===== src/sv/lcdseq_pkg.sv =====
// ----------------------------------------------------------------------------
// lcdseq_pkg
// Shared types, codes and the power-up phase table of the 4-bit character
// LCD write sequencer.
// ----------------------------------------------------------------------------
package lcdseq_pkg;

   localparam logic [2:0] OP_INIT      = 3'd0;
   localparam logic [2:0] OP_WRITE_CMD = 3'd1;
   localparam logic [2:0] OP_WRITE_DAT = 3'd2;
   localparam logic [2:0] OP_SET_POS   = 3'd3;
   localparam logic [2:0] OP_CLEAR     = 3'd4;

   localparam logic [7:0] CLEAR_CMD = 8'h01;

   localparam logic [12:0] HOLD_SHORT      = 13'd1;
   localparam logic [12:0] HOLD_CMD_TAIL   = 13'd5;
   localparam logic [12:0] HOLD_CLEAR_TAIL = 13'd305;

   localparam logic [5:0] INIT_LAST_PHASE = 6'd33;
   localparam logic [2:0] BYTE_LAST_STEP  = 3'd4;

   typedef struct packed {
      logic [2:0] operation;
      logic [7:0] byte_value;
      logic [5:0] column;
      logic       row;
   } req_type;

   typedef struct packed {
      logic        rs_level;
      logic        enable_level;
      logic [3:0]  data_nibble;
      logic [12:0] hold_time;
      logic        last_phase;
   } rsp_type;

   typedef enum logic [1:0] {
      JOB_INIT = 2'd0,
      JOB_CMD  = 2'd1,
      JOB_DATA = 2'd2
   } job_kind_type;

   typedef struct packed {
      job_kind_type kind;
      logic [7:0]   cmd_byte;
      logic         clear_tail;
   } job_type;

   function automatic rsp_type make_phase(input logic en, input logic [3:0] nib,
                                          input logic [12:0] hold);
      rsp_type p;
      p.rs_level     = 1'b0;
      p.enable_level = en;
      p.data_nibble  = nib;
      p.hold_time    = hold;
      p.last_phase   = 1'b0;
      return p;
   endfunction

   // Power-up sequence: reset nibbles, then commands 0x28, 0x08, 0x01, 0x06, 0x0C.
   function automatic rsp_type init_phase(input logic [5:0] idx);
      rsp_type p;
      unique case (idx)
         6'd0:  p = make_phase(1'b0, 4'h0, 13'd4500);
         6'd1:  p = make_phase(1'b1, 4'h3, 13'd1);
         6'd2:  p = make_phase(1'b0, 4'h3, 13'd500);
         6'd3:  p = make_phase(1'b1, 4'h3, 13'd1);
         6'd4:  p = make_phase(1'b0, 4'h3, 13'd500);
         6'd5:  p = make_phase(1'b1, 4'h3, 13'd1);
         6'd6:  p = make_phase(1'b0, 4'h3, 13'd500);
         6'd7:  p = make_phase(1'b1, 4'h2, 13'd1);
         6'd8:  p = make_phase(1'b0, 4'h2, 13'd100);
         6'd9:  p = make_phase(1'b0, 4'h2, 13'd1);
         6'd10: p = make_phase(1'b1, 4'h2, 13'd1);
         6'd11: p = make_phase(1'b0, 4'h2, 13'd1);
         6'd12: p = make_phase(1'b1, 4'h8, 13'd1);
         6'd13: p = make_phase(1'b0, 4'h8, 13'd5);
         6'd14: p = make_phase(1'b0, 4'h8, 13'd1);
         6'd15: p = make_phase(1'b1, 4'h0, 13'd1);
         6'd16: p = make_phase(1'b0, 4'h0, 13'd1);
         6'd17: p = make_phase(1'b1, 4'h8, 13'd1);
         6'd18: p = make_phase(1'b0, 4'h8, 13'd5);
         6'd19: p = make_phase(1'b0, 4'h8, 13'd1);
         6'd20: p = make_phase(1'b1, 4'h0, 13'd1);
         6'd21: p = make_phase(1'b0, 4'h0, 13'd1);
         6'd22: p = make_phase(1'b1, 4'h1, 13'd1);
         6'd23: p = make_phase(1'b0, 4'h1, 13'd205);
         6'd24: p = make_phase(1'b0, 4'h1, 13'd1);
         6'd25: p = make_phase(1'b1, 4'h0, 13'd1);
         6'd26: p = make_phase(1'b0, 4'h0, 13'd1);
         6'd27: p = make_phase(1'b1, 4'h6, 13'd1);
         6'd28: p = make_phase(1'b0, 4'h6, 13'd5);
         6'd29: p = make_phase(1'b0, 4'h6, 13'd1);
         6'd30: p = make_phase(1'b1, 4'h0, 13'd1);
         6'd31: p = make_phase(1'b0, 4'h0, 13'd1);
         6'd32: p = make_phase(1'b1, 4'hC, 13'd1);
         6'd33: p = make_phase(1'b0, 4'hC, 13'd4505);
         default: p = make_phase(1'b0, 4'h0, 13'd4500);
      endcase
      return p;
   endfunction

endpackage


===== src/sv/lcdseq_front.sv =====
// ----------------------------------------------------------------------------
// lcdseq_front
// Decodes an incoming request into a job for the phase sequencer.
// ----------------------------------------------------------------------------
module lcdseq_front
   import lcdseq_pkg::*;
(
   input  logic    req_valid,
   input  req_type req,
   output logic    req_stall,
   input  logic    queue_full,
   output logic    job_push,
   output job_type job
);

   logic accept;

   assign req_stall = queue_full;
   assign accept    = req_valid & ~queue_full;

   always_comb begin
      job.kind       = JOB_CMD;
      job.cmd_byte   = req.byte_value;
      job.clear_tail = 1'b0;
      job_push       = accept;
      unique case (req.operation)
         OP_INIT: begin
            job.kind = JOB_INIT;
         end
         OP_WRITE_CMD: begin
            job.kind = JOB_CMD;
         end
         OP_WRITE_DAT: begin
            job.kind = JOB_DATA;
         end
         OP_SET_POS: begin
            job.cmd_byte = {1'b1, req.row, req.column};
         end
         OP_CLEAR: begin
            job.cmd_byte   = CLEAR_CMD;
            job.clear_tail = 1'b1;
         end
         default: begin
            // Unused operation codes are taken and dropped.
            job_push = 1'b0;
         end
      endcase
   end

endmodule


===== src/sv/lcdseq_queue.sv =====
// ----------------------------------------------------------------------------
// lcdseq_queue
// Two-entry job queue between the request decoder and the phase sequencer.
// ----------------------------------------------------------------------------
module lcdseq_queue
   import lcdseq_pkg::*;
(
   input  logic    clock,
   input  logic    reset,
   input  logic    push,
   input  job_type push_job,
   output logic    full,
   input  logic    pop,
   output logic    head_valid,
   output job_type head_job
);

   job_type    entries_ff [2];
   logic       wr_ptr_ff;
   logic       wr_ptr_in;
   logic       rd_ptr_ff;
   logic       rd_ptr_in;
   logic [1:0] count_ff;
   logic [1:0] count_in;

   assign full       = count_ff == 2'd2;
   assign head_valid = count_ff != 2'd0;
   assign head_job   = entries_ff[rd_ptr_ff];

   always_comb begin
      wr_ptr_in = push ? ~wr_ptr_ff : wr_ptr_ff;
      rd_ptr_in = pop ? ~rd_ptr_ff : rd_ptr_ff;
      count_in  = count_ff + {1'b0, push} - {1'b0, pop};
   end

   always_ff @(posedge clock) begin
      if (reset) begin
         wr_ptr_ff <= 1'b0;
         rd_ptr_ff <= 1'b0;
         count_ff  <= 2'd0;
      end else begin
         wr_ptr_ff <= wr_ptr_in;
         rd_ptr_ff <= rd_ptr_in;
         count_ff  <= count_in;
      end
   end

   always_ff @(posedge clock) begin
      if (push) begin
         entries_ff[wr_ptr_ff] <= push_job;
      end
   end

   a_no_push_full: assert property (@(posedge clock) disable iff (reset)
      !(push && full))
      else $error("job pushed into a full queue");

   a_no_pop_empty: assert property (@(posedge clock) disable iff (reset)
      pop |-> head_valid)
      else $error("job popped from an empty queue");

endmodule


===== src/sv/lcdseq_back.sv =====
// ----------------------------------------------------------------------------
// lcdseq_back
// Phase sequencer: expands the job at the queue head into pin phases, one
// per cycle unless rsp_stall holds them, into a registered result stage.
// ----------------------------------------------------------------------------
module lcdseq_back
   import lcdseq_pkg::*;
(
   input  logic    clock,
   input  logic    reset,
   input  logic    job_valid,
   input  job_type job,
   output logic    job_pop,
   output logic    rsp_valid,
   output rsp_type rsp,
   input  logic    rsp_stall
);

   logic [5:0] phase_ff;
   logic [5:0] phase_in;
   logic [3:0] held_nibble_ff;
   logic [3:0] held_nibble_in;
   logic       rsp_valid_ff;
   logic       rsp_valid_in;
   rsp_type    rsp_ff;
   rsp_type    rsp_in;
   rsp_type    cur;
   logic [2:0] step;
   logic [3:0] byte_nib;
   logic       advance;
   logic       fire;

   assign advance = ~rsp_valid_ff | ~rsp_stall;
   assign fire    = job_valid & advance;
   assign step    = (job.kind == JOB_DATA) ? phase_ff[2:0] + 3'd1 : phase_ff[2:0];
   assign byte_nib = (step < 3'd3) ? job.cmd_byte[7:4] : job.cmd_byte[3:0];

   always_comb begin
      if (job.kind == JOB_INIT) begin
         cur            = init_phase(phase_ff);
         cur.last_phase = phase_ff == INIT_LAST_PHASE;
      end else begin
         cur.rs_level     = job.kind == JOB_DATA;
         cur.enable_level = step[0];
         cur.data_nibble  = (step == 3'd0) ? held_nibble_ff : byte_nib;
         cur.hold_time    = HOLD_SHORT;
         cur.last_phase   = step == BYTE_LAST_STEP;
         if (step == BYTE_LAST_STEP) begin
            cur.hold_time = job.clear_tail ? HOLD_CLEAR_TAIL : HOLD_CMD_TAIL;
         end
      end
   end

   always_comb begin
      job_pop        = fire & cur.last_phase;
      rsp_valid_in   = fire | (rsp_valid_ff & rsp_stall);
      rsp_in         = fire ? cur : rsp_ff;
      held_nibble_in = fire ? cur.data_nibble : held_nibble_ff;
      phase_in       = phase_ff;
      if (fire) begin
         phase_in = cur.last_phase ? 6'd0 : phase_ff + 6'd1;
      end
   end

   always_ff @(posedge clock) begin
      if (reset) begin
         phase_ff       <= 6'd0;
         held_nibble_ff <= 4'd0;
         rsp_valid_ff   <= 1'b0;
      end else begin
         phase_ff       <= phase_in;
         held_nibble_ff <= held_nibble_in;
         rsp_valid_ff   <= rsp_valid_in;
      end
   end

   always_ff @(posedge clock) begin
      rsp_ff <= rsp_in;
   end

   assign rsp_valid = rsp_valid_ff;
   assign rsp       = rsp_ff;

   a_phase_range: assert property (@(posedge clock) disable iff (reset)
      phase_ff <= INIT_LAST_PHASE)
      else $error("phase counter out of range");

   a_lead_in: assert property (@(posedge clock) disable iff (reset)
      (fire && job.kind == JOB_CMD && phase_ff == 6'd0) |=>
      (!rsp_ff.enable_level && rsp_ff.data_nibble == $past(held_nibble_ff)))
      else $error("command lead-in phase does not keep the held nibble");

   a_phase_restart: assert property (@(posedge clock) disable iff (reset)
      job_pop |=> phase_ff == 6'd0)
      else $error("phase counter not restarted after a finished job");

endmodule


===== src/sv/char_lcd_nibble_write_sequencer_unit.sv =====
// ----------------------------------------------------------------------------
// char_lcd_nibble_write_sequencer_unit
// Expands LCD requests (init, command, data, set position, clear) into pin
// phases for a 4-bit character display.
//
// The req channel takes one request per item. Each request produces a run of
// rsp items, one per pin phase, giving RS, E, the D4..D7 nibble and the hold
// time in 10 us units; the final phase of a run has last_phase set. Unused
// operation codes are accepted and produce nothing.
// A command, set position or clear takes 5 phases, a data write 4 and init 34.
// The phase sequencer emits one phase per cycle while rsp_stall does not
// hold it, and runs follow each other without gaps while jobs are queued.
// The first phase of a request is held in the job queue and then in the
// registered result stage before it is presented on rsp. A two-entry job
// queue lets new requests be accepted while a run is in progress; req_stall
// rises only when the queue is full. When rsp_stall is high, the presented
// phase holds and sequencing pauses. Reset empties the queue, drops any
// pending phase and sets the held nibble to zero.
// ----------------------------------------------------------------------------
module char_lcd_nibble_write_sequencer_unit
   import lcdseq_pkg::*;
(
   input  logic    clock,
   input  logic    reset,
   input  logic    req_valid,
   input  req_type req,
   output logic    req_stall,
   output logic    rsp_valid,
   output rsp_type rsp,
   input  logic    rsp_stall
);

   logic    queue_full;
   logic    job_push;
   job_type push_job;
   logic    job_pop;
   logic    head_valid;
   job_type head_job;

   lcdseq_front u_front (
      .req_valid  (req_valid),
      .req        (req),
      .req_stall  (req_stall),
      .queue_full (queue_full),
      .job_push   (job_push),
      .job        (push_job)
   );

   lcdseq_queue u_queue (
      .clock      (clock),
      .reset      (reset),
      .push       (job_push),
      .push_job   (push_job),
      .full       (queue_full),
      .pop        (job_pop),
      .head_valid (head_valid),
      .head_job   (head_job)
   );

   lcdseq_back u_back (
      .clock     (clock),
      .reset     (reset),
      .job_valid (head_valid),
      .job       (head_job),
      .job_pop   (job_pop),
      .rsp_valid (rsp_valid),
      .rsp       (rsp),
      .rsp_stall (rsp_stall)
   );

endmodule


===== config.mk =====
export PLATFORM = sky130hd
export DESIGN_NAME = char_lcd_nibble_write_sequencer_unit
export DESIGN_NICKNAME = d
export VERILOG_FILES = /design/src/sv/lcdseq_pkg.sv /design/src/sv/lcdseq_front.sv /design/src/sv/lcdseq_queue.sv /design/src/sv/lcdseq_back.sv /design/src/sv/char_lcd_nibble_write_sequencer_unit.sv
export SDC_FILE = /design/constraint.sdc
export NUM_CORES = 1
export LEC_CHECK = 0
export BUFFER_PORTS_ARGS = -buffer_cell sky130_fd_sc_hd__clkbuf_2
export CAP_MARGIN = 20
export CORE_MARGIN = 2
export CORE_UTILIZATION = 47
export CTS_BUF_LIST = sky130_fd_sc_hd__clkbuf_16
export CTS_CLUSTER_SIZE = 24
export DETAILED_ROUTE_END_ITERATION = 10
export HOLD_SLACK_MARGIN = 0.15
export PLACE_DENSITY = 0.76
export SKIP_LAST_GASP = 1
export SLEW_MARGIN = 20
export SYNTH_ARGS = -nofsm -noshare
export SYNTH_HDL_FRONTEND = slang
export SYNTH_SLANG_ARGS = --single-unit

===== constraint.sdc =====
create_clock -name clock -period 2.9 [get_ports clock]
set_clock_uncertainty 0.2 [all_clocks]
set_input_delay 0.29 -clock clock [delete_from_list [all_inputs] [get_ports clock]]
set_output_delay 0.29 -clock clock [all_outputs]
set_load 0.02 [all_outputs]

==> results of run 1 <==
[cell usage in the layout (no fill, tap or decap), types with 6 or more instances in the layout]
cell,Yosys,routed
dlygate4sd3_1,0,6
clkbuf_2,1,39
clkbuf_16,0,9
a21oi_1,17,15
o21ai_0,15,15
edfxtp_1,37,37
nor3_1,8,8
nand2_1,25,24
inv_1,22,21
ha_1,10,8
xnor2_1,9,8
nor2_1,33,31
o22ai_1,8,8
dfxtp_1,29,25
nand3_1,13,13
buf_4,6,39
and2_1,8,8
nand2b_1,6,6
[through the flow]
step	setup TNS, ns	total power, mW	hold slack (ns)	cell area (µm²)	std cells
floorplan	0	1.44	0.237	3620	357
global placement	0	1.60	0.269	4080	506
finish	0	2.90	0.162	4580	530
detailed placement	0	1.61	0.287	4080	506
global route	-0.298	3.01	0.172	4580	530
CTS	-0.00546	2.88	0.157	4490	528
[how the worst max path moves through the flow]
stage / slack [ns] / from / cells past startpoint / to
2_1_floorplan: 0.02 / u_back.rsp_valid / 13 / flop
3_3_place_gp: 0.11 / u_back.phase_ff[1] / 15 / flop
3_5_place_dp: 0.005 / u_back.phase_ff[1] / 15 / flop
4_1_cts: -0.004 / u_back.phase_ff[0] / 8 / u_back.rsp[17]
5_1_grt: -0.15 / u_queue.entries_ff[0][9] / 13 / flop
6_report: 0.05 / u_queue.entries_ff[0][9] / 13 / flop
[worst max-delay path, stage by stage, from the launching register on]
cell and delay (ns):
edfxtp_1 0.47, nor3b_4 0.35, nor4_2 0.08, buf_4 0.16, nor2_2 0.14, a41o_1 0.22
inv_2 0.08, ha_4 0.17, nand2_1 0.05, o21ai_0 0.07, a221oi_1 0.33, a21oi_2 0.06
a2111oi_2 0.21, o32ai_1 0.13
[repair_timing]
| action | in CTS | in global routing |
|---|---|---|
| setup endpoints to repair | 2 | 9 |
| setup buffers | 0 | 2 |
| resized for setup | 3 | 21 |
| hold buffers | 6 | 0 |
| pin swaps | 0 | 10 |
| hold endpoints to repair | 10 | 0 |
[power groups by stage]
stage	logic [mW]	clock network [mW]	registers (mW)
after floorplan	0.281	0	1.16
after global routing	0.553	1.32	1.13
after global placement	0.469	0	1.13
final	0.511	1.27	1.12
after detailed placement	0.473	0	1.14
after CTS	0.486	1.27	1.12
[metal layers]
layer	part of all wire, %	wire length [µm]	up-vias
met3	6.5	593	22
met4	2.1	195	0
met2	49	4510	154
met1	42	3860	1447
met5	0	0	-
li1	-	-	1450
[cell families (layout without fill, tap and decap cells)]
kind of cell	after synthesis	in the layout	synth area share, %
adder cells (fa/ha/maj)	10	10	3.51
AND/OR/NAND/NOR	118	118	17.1
XOR/XNOR	13	13	3.19
multiplexers	6	6	3.51
flip-flops	66	66	47.4
AO/OA/AOI/OAI	90	90	18.7
buffers and inverters	50	124	6.39
other	1	4	0.105
[cell type report]
type,instances,area [µm²],area share (%)
clock buffer,9,225,4.92
clock inverter,7,124,2.70
inverter,23,86.3,1.89
multi-input combinational,241,1760,38.5
sequential,66,1700,37.1
tap,99,124,2.70
timing repair buffer,85,559,12.2
==> impl_metrics.toml, run 1 <==
[setup_path]
cp.required_ns = 2.91
r2r_slack_ns = 0.05
reg2reg_from = "u_queue.entries_ff[0][9]"
r2r_cells = 13
worstSetupPathType = "reg2reg"
critPathLaunchType = "flop"
critPathMaxFanout = 6
critPathArrivalTime_ns = 2.86
worstSetupEndpointType = "flop"

[grt]
grt_use_met1_pct = 28.6
grt_pass1_wl_um = 14000
grtUsageMet3_pct = 3.32
grt_max_degree = 20
gr-max-usage-layer = "met2"
grtUsageTotal_pct = 21.5
use_met2_pct = 35.1
antenna_found_initial = 0
grt_pass1_vias = 2860
grt_remaining_overflow = 0

[power]
p_int_mw = 2.14
p_seq_share_pct = 38.7
switchingPower_mw = 0.757
p_sw_share_pct = 26.1
pwr-share-clk_pct = 43.7
vdd_drop_max_mv = 0.394
power.leakage_nw = 1.89
powerDensity_nw_per_um2 = 633
power_frac_comb_pct = 17.6

[synth]
synthTopCellsByArea = "edfxtp_1 (31%), dfxtp_1 (16%), ha_1 (3.5%)"
synth_common_cells = "edfxtp_1 (37), nor2_1 (33), dfxtp_1 (29)"
synth_edf_count = 37
synth.largest_area_cell = "edfxtp_1"
yosysMostFrequentCell = "edfxtp_1"
synth-seq-cells = 66
synthFlopType = "edfxtp_1"
synth.yosys.seq_area_share_pct = 47.4
ys.warnings.count = 0
syn-cell-area_um2 = 3570
synth_cell_types = 64
syn_area_per_cell_um2 = 10.1
ys_async_sr_fraction_pct = 0
postSynthCellCount = 354
post-synth-top-area-fraction_pct = 31.2

[floorplan]
die_y_um = 91.1
core_area_um2 = 7290
rows = 31
die_w_um = 91.1
die_area_um2 = 8300
io_pins = 44
initial_utilization_pct = 48.9

[placement]
io_buffers = 39
pre_cts_ws_ns = 0.00548
dp_hpwl_um = 6220
gp_congestion = 0.925

[clocking]
htreeDepth = 3
clkLatencyLatePin_ns = 0.33
cts_buffer_depth = 2
clock_sinks = 66
cts_tree = "built"
path_clk_slew_ns = 0.06
cts_buffers = 9
root_buffer = "clkbuf_16"

[timing]
setup_viol = 0
fmax_ghz = 0.351
timing.final.crit_share_pct = 98.1
fin_ws_ns = 0.0538
timing_hold_violations_final = 0
rsz0062_at_grt = "yes"
slew_headroom_pct = 36.7
tightest_slew_ns = 0.943
layout_min_cycle_time_ns = 2.85
final_max_slew_viol_count = 0

[worst_hold_path]
min_path_type = "in2reg"
whs_path_depth = 3
worstHoldStart = "req[8]"
min_to = "u_queue.entries_ff[0][2]"

[drt]
firstDrtPassIters = 5
avgRoutedWirePerCell_um = 17.3
totalWireLength_um = 9160
drc_errors = 0
vias_per_cell = 5.80
vias = 3073
drtIter0Drc = 304
ant_nets = 0

[run]
maxCapViolCount = 0

[layout]
fillers = 574
post-route-util_pct = 62.8
diodes = 0
drive_gt1_share_pct = 31.6
nets = 458
area.growth.synth_to_final_pct = 28.4

[status]
status = "finished clean"
Power figures use the tool's default switching activity.
==> run 2: changes to the inputs <==
ABC_AREA = 1   (was unset)
CORE_MARGIN = 1   (was 2)
PLACE_DENSITY = 0.77   (was 0.76)
==> run 2 against run 1 <==
Compared with the run above:
- the run now ends with design-rule violations left
- final area decreased by 11%
- worst setup slack better by 0.21 ns
- critical path depth increased by 7
- synthesized cell count rose by 1.4%
- via count shrank 13%
- final cell count decreased by 2.5%
- maximum frequency up 7.9%
- highest routed layer unchanged
==> impl_metrics.toml, run 2 <==
[status]
status = "complete, but fails checks"
violations = "design-rule violations"

[drt]
ant_nets = 0
vias = 2684
avgRoutedWirePerCell_um = 13.5
drtIter0Drc = 236
vias_per_cell = 5.19
totalWireLength_um = 6960
firstDrtPassIters = 8
drc_errors = 1

[grt]
grt_remaining_overflow = 0
antenna_found_initial = 0
grt_pass1_vias = 2608
grt_pass1_wl_um = 11900
grtUsageTotal_pct = 21.0
grt_max_degree = 20

[synth]
synth.yosys.seq_area_share_pct = 51.7
synth-seq-cells = 66
synth_common_cells = "nand2_1 (70), inv_1 (41), nor2_1 (40)"
post-synth-top-area-fraction_pct = 34.0
ys_async_sr_fraction_pct = 0
synth_edf_count = 37
ys.warnings.count = 0
syn-cell-area_um2 = 3270
synth.largest_area_cell = "edfxtp_1"
synthTopCellsByArea = "edfxtp_1 (34%), dfxtp_1 (18%), nand2_1 (8.0%)"
syn_area_per_cell_um2 = 9.11
synthFlopType = "edfxtp_1"
yosysMostFrequentCell = "nand2_1"
postSynthCellCount = 359
synth_cell_types = 37

[run]
maxCapViolCount = 0

[clocking]
clkLatencyLatePin_ns = 0.32
cts_tree = "built"
path_clk_slew_ns = 0.05
htreeDepth = 3
cts_buffer_depth = 2
root_buffer = "clkbuf_16"
clock_sinks = 66
cts_buffers = 9
cts_setup_buffers = 0

[floorplan]
die_area_um2 = 7290
core_area_um2 = 6760
initial_utilization_pct = 48.4
rows = 30
die_w_um = 85.4
die_y_um = 85.4
io_pins = 44

[layout]
drive_gt1_share_pct = 22.7
layout_common_cells = "nand2_1 (68), inv_1 (43), nor2_1 (39), clkbuf_2 (39), edfxtp_1 (37)"
area.growth.synth_to_final_pct = 24.2
layout.cells.non_filler = 517
final_common_cell = "nand2_1"
nets = 464
diodes = 0

[timing]
timing.final.crit_share_pct = 91.0
final_max_slew_viol_count = 0
layout_min_cycle_time_ns = 2.64
slew_headroom_pct = 61.5
tightest_slew_ns = 0.575
setup_viol = 0
timing_hold_violations_final = 0
fmax_ghz = 0.379
rsz0062_at_grt = "yes"
fin_ws_ns = 0.261
fin_tns_setup_ns = 0

[power]
powerDensity_nw_per_um2 = 676
vdd_drop_max_mv = 0.387
power.total_mw = 2.74
power.leakage_nw = 1.90

[worst_hold_path]
min_path_type = "in2reg"

[setup_path]
critPathLaunchType = "flop"
worstSetupEndpointType = "flop"
r2r_slack_ns = 0.26
cp.required_ns = 2.97
critPathArrivalTime_ns = 2.71
critPathMaxFanout = 10
worstSetupPathType = "reg2reg"

[placement]
placedCellCount = 480
gp_congestion = 0.869
pre_cts_ws_ns = 0.148
dp_hpwl_um = 4690
io_buffers = 39
## run 2: final timing paths
check	start	end	depth (start not counted)
min reg2reg	u_queue.rd_ptr_ff	u_queue.rd_ptr_ff	1
max reg2reg	flop	flop	20
min	req[16]	u_queue.entries_ff[1][10]	3
max	flop	flop	20
## run 2: final cells by class
cell class,instances,area [µm²]
tap,80,100
timing repair buffer,68,465
inverter,49,189
clock inverter,7,30.0
fill,555,2700
sequential,66,1700
clock buffer,9,225
multi-input combinational,238,1360
## run 2: logic make-up after synthesis
family | Yosys count | share of synthesized area (%)
AND/OR/NAND/NOR | 171 | 26.6
flip-flops | 66 | 51.7
buffers and inverters | 58 | 7.96
AO/OA/AOI/OAI | 48 | 8.38
adder cells (fa/ha/maj) | 10 | 3.83
XOR/XNOR | 4 | 1.07
other | 1 | 0.115
multiplexers | 1 | 0.306
## run 2: power by group
group	switching [mW]	total [mW]	internal [mW]
logic	0.409	0.637	0.228
clock network	0.359	0.918	0.560
registers	0.0457	1.19	1.14
total	0.813	2.74	1.93
## run 2: layer usage
layer / wire length (µm) / global-route usage, % / vias to the layer above
li1: - / - / 1329
met1: 2970 / 26.7 / 1254
met2: 3510 / 35.0 / 90
met3: 365 / 3.60 / 11
met4: 108 / 9.85 / 0
met5: 0 / 0 / -
## run 2: per-stage QoR
| step | hold WS [ns] | util [%] | area [µm²] |
|---|---|---|---|
| floorplan | 0.159 | - | 3280 |
| global placement | 0.236 | 52.7 | 3560 |
| detailed placement | 0.240 | 52.7 | 3560 |
| CTS | 0.182 | 59.6 | 4030 |
| global route | 0.220 | 60.1 | 4060 |
| finish | 0.194 | 60.1 | 4060 |
## run 2: critical path, stage by stage (launching register included)
cell     delay [ns]
dfxtp_2        0.36
inv_4          0.12
nand2_1        0.07
nand2_2        0.14
nand2_4        0.09
nand2_2        0.08
nand2_4        0.08
nor2_2         0.14
nand2_2        0.09
nand2_4        0.11
nand2_8        0.09
nand2_8        0.10
nor2_2         0.04
inv_1          0.11
ha_1           0.25
nor2_1         0.06
o21ai_0        0.16
nand2_1        0.07
nand3_1        0.07
nand3_1        0.06
nand2_1        0.06
## run 2: timing repair
action | 4_1_cts | 5_1_grt
endpoints found under the setup margin | 0 | 8
gates resized for setup | 0 | 12
hold buffers | 21 | 0
endpoints found under the hold margin | 23 | 0
